**src/rtl/core/isb_pkg.sv**
```systemverilog
// Package for the indexed sequence buffer: sizes, opcode and status codes,
// and the control bundle that steers each storage cell. No dependencies.
package isb_pkg;

    localparam int DEPTH      = 64;
    localparam int WORD_WIDTH = 64;

    localparam int DATA_W = 64;
    localparam int POS_W  = 7;
    localparam int OCC_W  = 7;
    localparam int CNT_W  = $clog2(DEPTH + 1);
    localparam int CMP_W  = (CNT_W > POS_W) ? CNT_W : POS_W;

    localparam logic [1:0] OP_INSERT = 2'd0;
    localparam logic [1:0] OP_REMOVE = 2'd1;
    localparam logic [1:0] OP_READ   = 2'd2;

    localparam logic [1:0] ST_OK    = 2'd0;
    localparam logic [1:0] ST_RANGE = 2'd1;
    localparam logic [1:0] ST_EMPTY = 2'd2;
    localparam logic [1:0] ST_FULL  = 2'd3;

    typedef struct packed {
        logic load;
        logic shift_up;
        logic shift_down;
        logic rd_sel;
    } cell_ctrl_t;

endpackage

```
**src/rtl/core/isb_cell.sv**
```systemverilog
// One storage cell of the buffer row: holds a single entry and takes the
// new item, its lower neighbour or its upper neighbour. Uses isb_pkg.
module isb_cell
    import isb_pkg::*;
(
    input  logic                  clk,
    input  cell_ctrl_t            ctrl,
    input  logic [WORD_WIDTH-1:0] new_word,
    input  logic [WORD_WIDTH-1:0] lower_word,
    input  logic [WORD_WIDTH-1:0] upper_word,
    output logic [WORD_WIDTH-1:0] entry,
    output logic [WORD_WIDTH-1:0] rd_word
);

    logic [WORD_WIDTH-1:0] entry_reg;
    logic [WORD_WIDTH-1:0] entry_next;

    always_comb
    begin
        priority if (ctrl.load)
        begin
            entry_next = new_word;
        end
        else if (ctrl.shift_up)
        begin
            entry_next = lower_word;
        end
        else if (ctrl.shift_down)
        begin
            entry_next = upper_word;
        end
        else
        begin
            entry_next = entry_reg;
        end
    end

    always_ff @(posedge clk)
    begin
        entry_reg <= entry_next;
    end

    assign entry   = entry_reg;
    assign rd_word = ctrl.rd_sel ? entry_reg : '0;

endmodule

```
**config.mk**
```make
export PLATFORM = sky130hd
export DESIGN_NAME = isb_cell
export DESIGN_NICKNAME = d
export VERILOG_FILES = /design/src/rtl/core/isb_pkg.sv /design/src/rtl/core/isb_cell.sv
export SDC_FILE = /design/constraint.sdc
export NUM_CORES = 1
export LEC_CHECK = 0
export BUFFER_PORTS_ARGS = -buffer_cell sky130_fd_sc_hd__buf_2
export CAP_MARGIN = 20
export CORE_AREA = 2 2 125 127
export CTS_CLUSTER_DIAMETER = 50
export DETAILED_ROUTE_END_ITERATION = 12
export DIE_AREA = 0 0 127 129
export SLEW_MARGIN = 20
export SYNTH_ARGS = -nofsm -noshare
export SYNTH_HDL_FRONTEND = slang
export SYNTH_SLANG_ARGS = --single-unit
```
**constraint.sdc**
```tcl
create_clock -name clk -period 2.9 [get_ports clk]
set_input_delay 0.435 -clock clk [delete_from_list [all_inputs] [get_ports clk]]
set_output_delay 0.435 -clock clk [all_outputs]
set_load 0.02 [all_outputs]
```
# Yosys cells after proc, flatten, opt, wreduce, memory -nomap -nowiden

Index checks and enable logic that the tools add are counted.

Mux-type cells: 4
Reductions and logical operators: 1

Operators by type and width:

| kind              | number |
|---|---|
| $mux 64           | 4 |
| $reduce_bool 3->1 | 1 |

Bits in registers: 64
Input port bits: 197
Logic and storage cells: 6

# Logic depth before layout (Yosys ltp)

Depth after elaboration: 3
Gate-level depth with buffers: 4
Mapped depth without buffers: 2

# Worst setup path before layout

No wires, ideal clock.

Path type: input to register
Start point: input ctrl[3] (netlist name)
End point: register entry_reg[0] (netlist: entry[0]) (enable)
Setup time: 425 ps
Arrival: 2035 ps
Required time: 2475 ps
Path slack: 440 ps
Stages: 2
Path buffers: 1
Cell sequence: buf_2 or3_1

Longest elaborated chain between the ends: 1

Ends and longest elaborated chain:

| item                               | RTL line       | RTL |
|---|---|---|
| start, declared                    | isb_cell.sv:7  | `input cell_ctrl_t ctrl,` |
| $reduce_bool 3->1 (no source line) | -              |  |
| end signal, assigned               | isb_cell.sv:40 | `entry_reg <= entry_next;` |
| end, declared                      | isb_cell.sv:15 | `logic [WORD_WIDTH-1:0] entry_reg;` |

Every way passes these cells.
A chain may end at the register's enable or synchronous reset.

# Worst setup path after layout

Start point: input ctrl[0] (netlist name)
End point: output rd_word[24]

Longest elaborated chain between the ends: 1

Ends and longest elaborated chain:

| item          | RTL line       | RTL |
|---|---|---|
| $mux 64       | isb_cell.sv:44 | `assign rd_word = ctrl.rd_sel ? entry_reg : '0;` |
| end, declared | isb_cell.sv:12 | `output logic [WORD_WIDTH-1:0] rd_word` |

Every way passes these cells.

==> metrics.txt <==
TNS Setup 0 ns; Seq cells post-synth 64; Seq/Total Area, Yosys 52.0%; pre-CTS setup slack 0.896 ns; chip width 127 microns; Final min period 1.98 ns; Slew headroom 41.5%; LEAKAGE 2.94 nW; root buf cell clkbuf_16; type of the worst setup path input port to output pin; largest net degree at the start of global routing 67; Avg Inst Size Synth 10.6 sq um; post-CTS sizing 0; register area 1920 sq um; fin area 5670 sq um; Residual DRC 0; Syn Inst Count 348; Cell Area, Placed 5440 sq um; Power, Total 2.90 mW; multi-input logic area 1610 sq um; global-route wire length before repair 17.7 mm; crit-path max FO 64; Ys Warns 0; proportion of layout cells with a drive suffix above 1 51.4%; Worst Path Required 2.47 ns; RSZ-0062 raised after global routing false; Nets 857; CTS Buffer Depth 2; number of synthesized flops with an enable pin 64; HPWL Detailed 9.46 mm; H-Tree Depth 3; Synth area leader edfxtp_1; post-synth top area share 52.0%; hold_ws 0.386 ns; # setup viols final 0; Final Util 37.9%; Post-synth ARST share 0%; top cells by area, synth edfxtp_1, mux2i_1, and2_1; drt wl/cell 14.3 microns; core area 15000 sq um; hold-fix buffers at CTS 0; drt pass-1 iters 4; DIE AREA 16400 sq um; Congestion Overflow GR 0; total CTS buffers 9; DR iter-0 viols 218; maximum vdd ir drop 0.223 mV; DIE HEIGHT 129 microns; outcome complete, no violations; worst-margin pin slew 0.878 ns; via count 3642; Startpoint Class input port; main flop type after synthesis edfxtp_1; CTS sink count 64; final worst-path cycle share 68.1%; ANT cells 0; port buffer count 324; final-layout fill cell count 1542; Cell Rows 45; vias per cell 4.29; TritonCTS clock tree done; Routed Antenna Nets 0; GRT Total Usage 14.3%; final wirelength 12.1 mm; area grow syn2layout 53.6%; Final Non-Filler Cells 849; final hold violation count 0; Hold Crit Class input port to register; Initial Utilization 24.7%; placed insts 837; max-slew violations 0; post-CTS setup buffer count 0; PwrDens 511 nW/um^2; IO Pins 325; synth unique cells 11; MaxCap Viol Count 0; CP arrival 1.54 ns; crit path capture type output pin; Post-Syn Nets 545; Achievable Freq 506 MHz; Syn Std Cell Area 3690 sq um; antenna violations before repair 0; Synth top cells by count and2_1, edfxtp_1, mux2i_1, nand2_1, o21ai_1; worst setup margin 0.924 ns; Largest register FFs 64; CTS clk-pin slew, worst paths 0.05 ns; vias in the first global route 3395; placer congestion estimate 0.824
-- placed cells by master, fill, tap and decap left out --
| cell type | instances |
|---|---|
| buf_2 | 322 |
| mux2i_1 | 64 |
| nand2_1 | 64 |
| o21ai_1 | 64 |
| and2_1 | 64 |
| edfxtp_1 | 64 |
| clkbuf_16 | 9 |
| buf_4 | 5 |
| clkinv_2 | 2 |
| or3_2 | 1 |
| clkinv_1 | 1 |
| buf_12 | 1 |
-- cell type report --
cell class	count	area share (%)
repair buffers	328	29.4
flip-flops and latches	64	33.9
well taps	188	4.15
clock inverters	3	0.243
multi-input cells	257	28.4
clock buffers	9	3.97
-- worst max-delay path, cell delays in order --
cell and delay (ns):
buf_2 0.66, and2_1 0.24, buf_2 0.18
-- layer usage --
metal	global-route usage, %	up-vias	routed length [microns]
met5	0	-	0
met4	8.60	0	391
met3	2.95	27	749
met2	24.3	166	6170
met1	16.7	1608	4820
li1	-	1841	-
-- final timing paths --
path / start / end / depth (start not counted)
setup / recovery: ctrl[0] / rd_word[24] / 3
hold / removal: new_word[40] / entry[40]$_DFFE_PP_ / 3
-- logic make-up after synthesis --
| group | share of synthesized area, % |
|---|---|
| mux | 17.3 |
| buf+inv | 4.47 |
| simple gates | 17.5 |
| compound gates | 8.67 |
| flops | 52.0 |
-- power breakdown --
part | internal (mW) | switching, mW | leakage [nW]
clock | 0.551 | 0.359 | 0.120
combinational | 0.320 | 0.461 | 2.15
sequential | 1.15 | 0.0606 | 0.677
total | 2.02 | 0.881 | 2.94
Note: power is estimated with default switching activity, not from simulation.
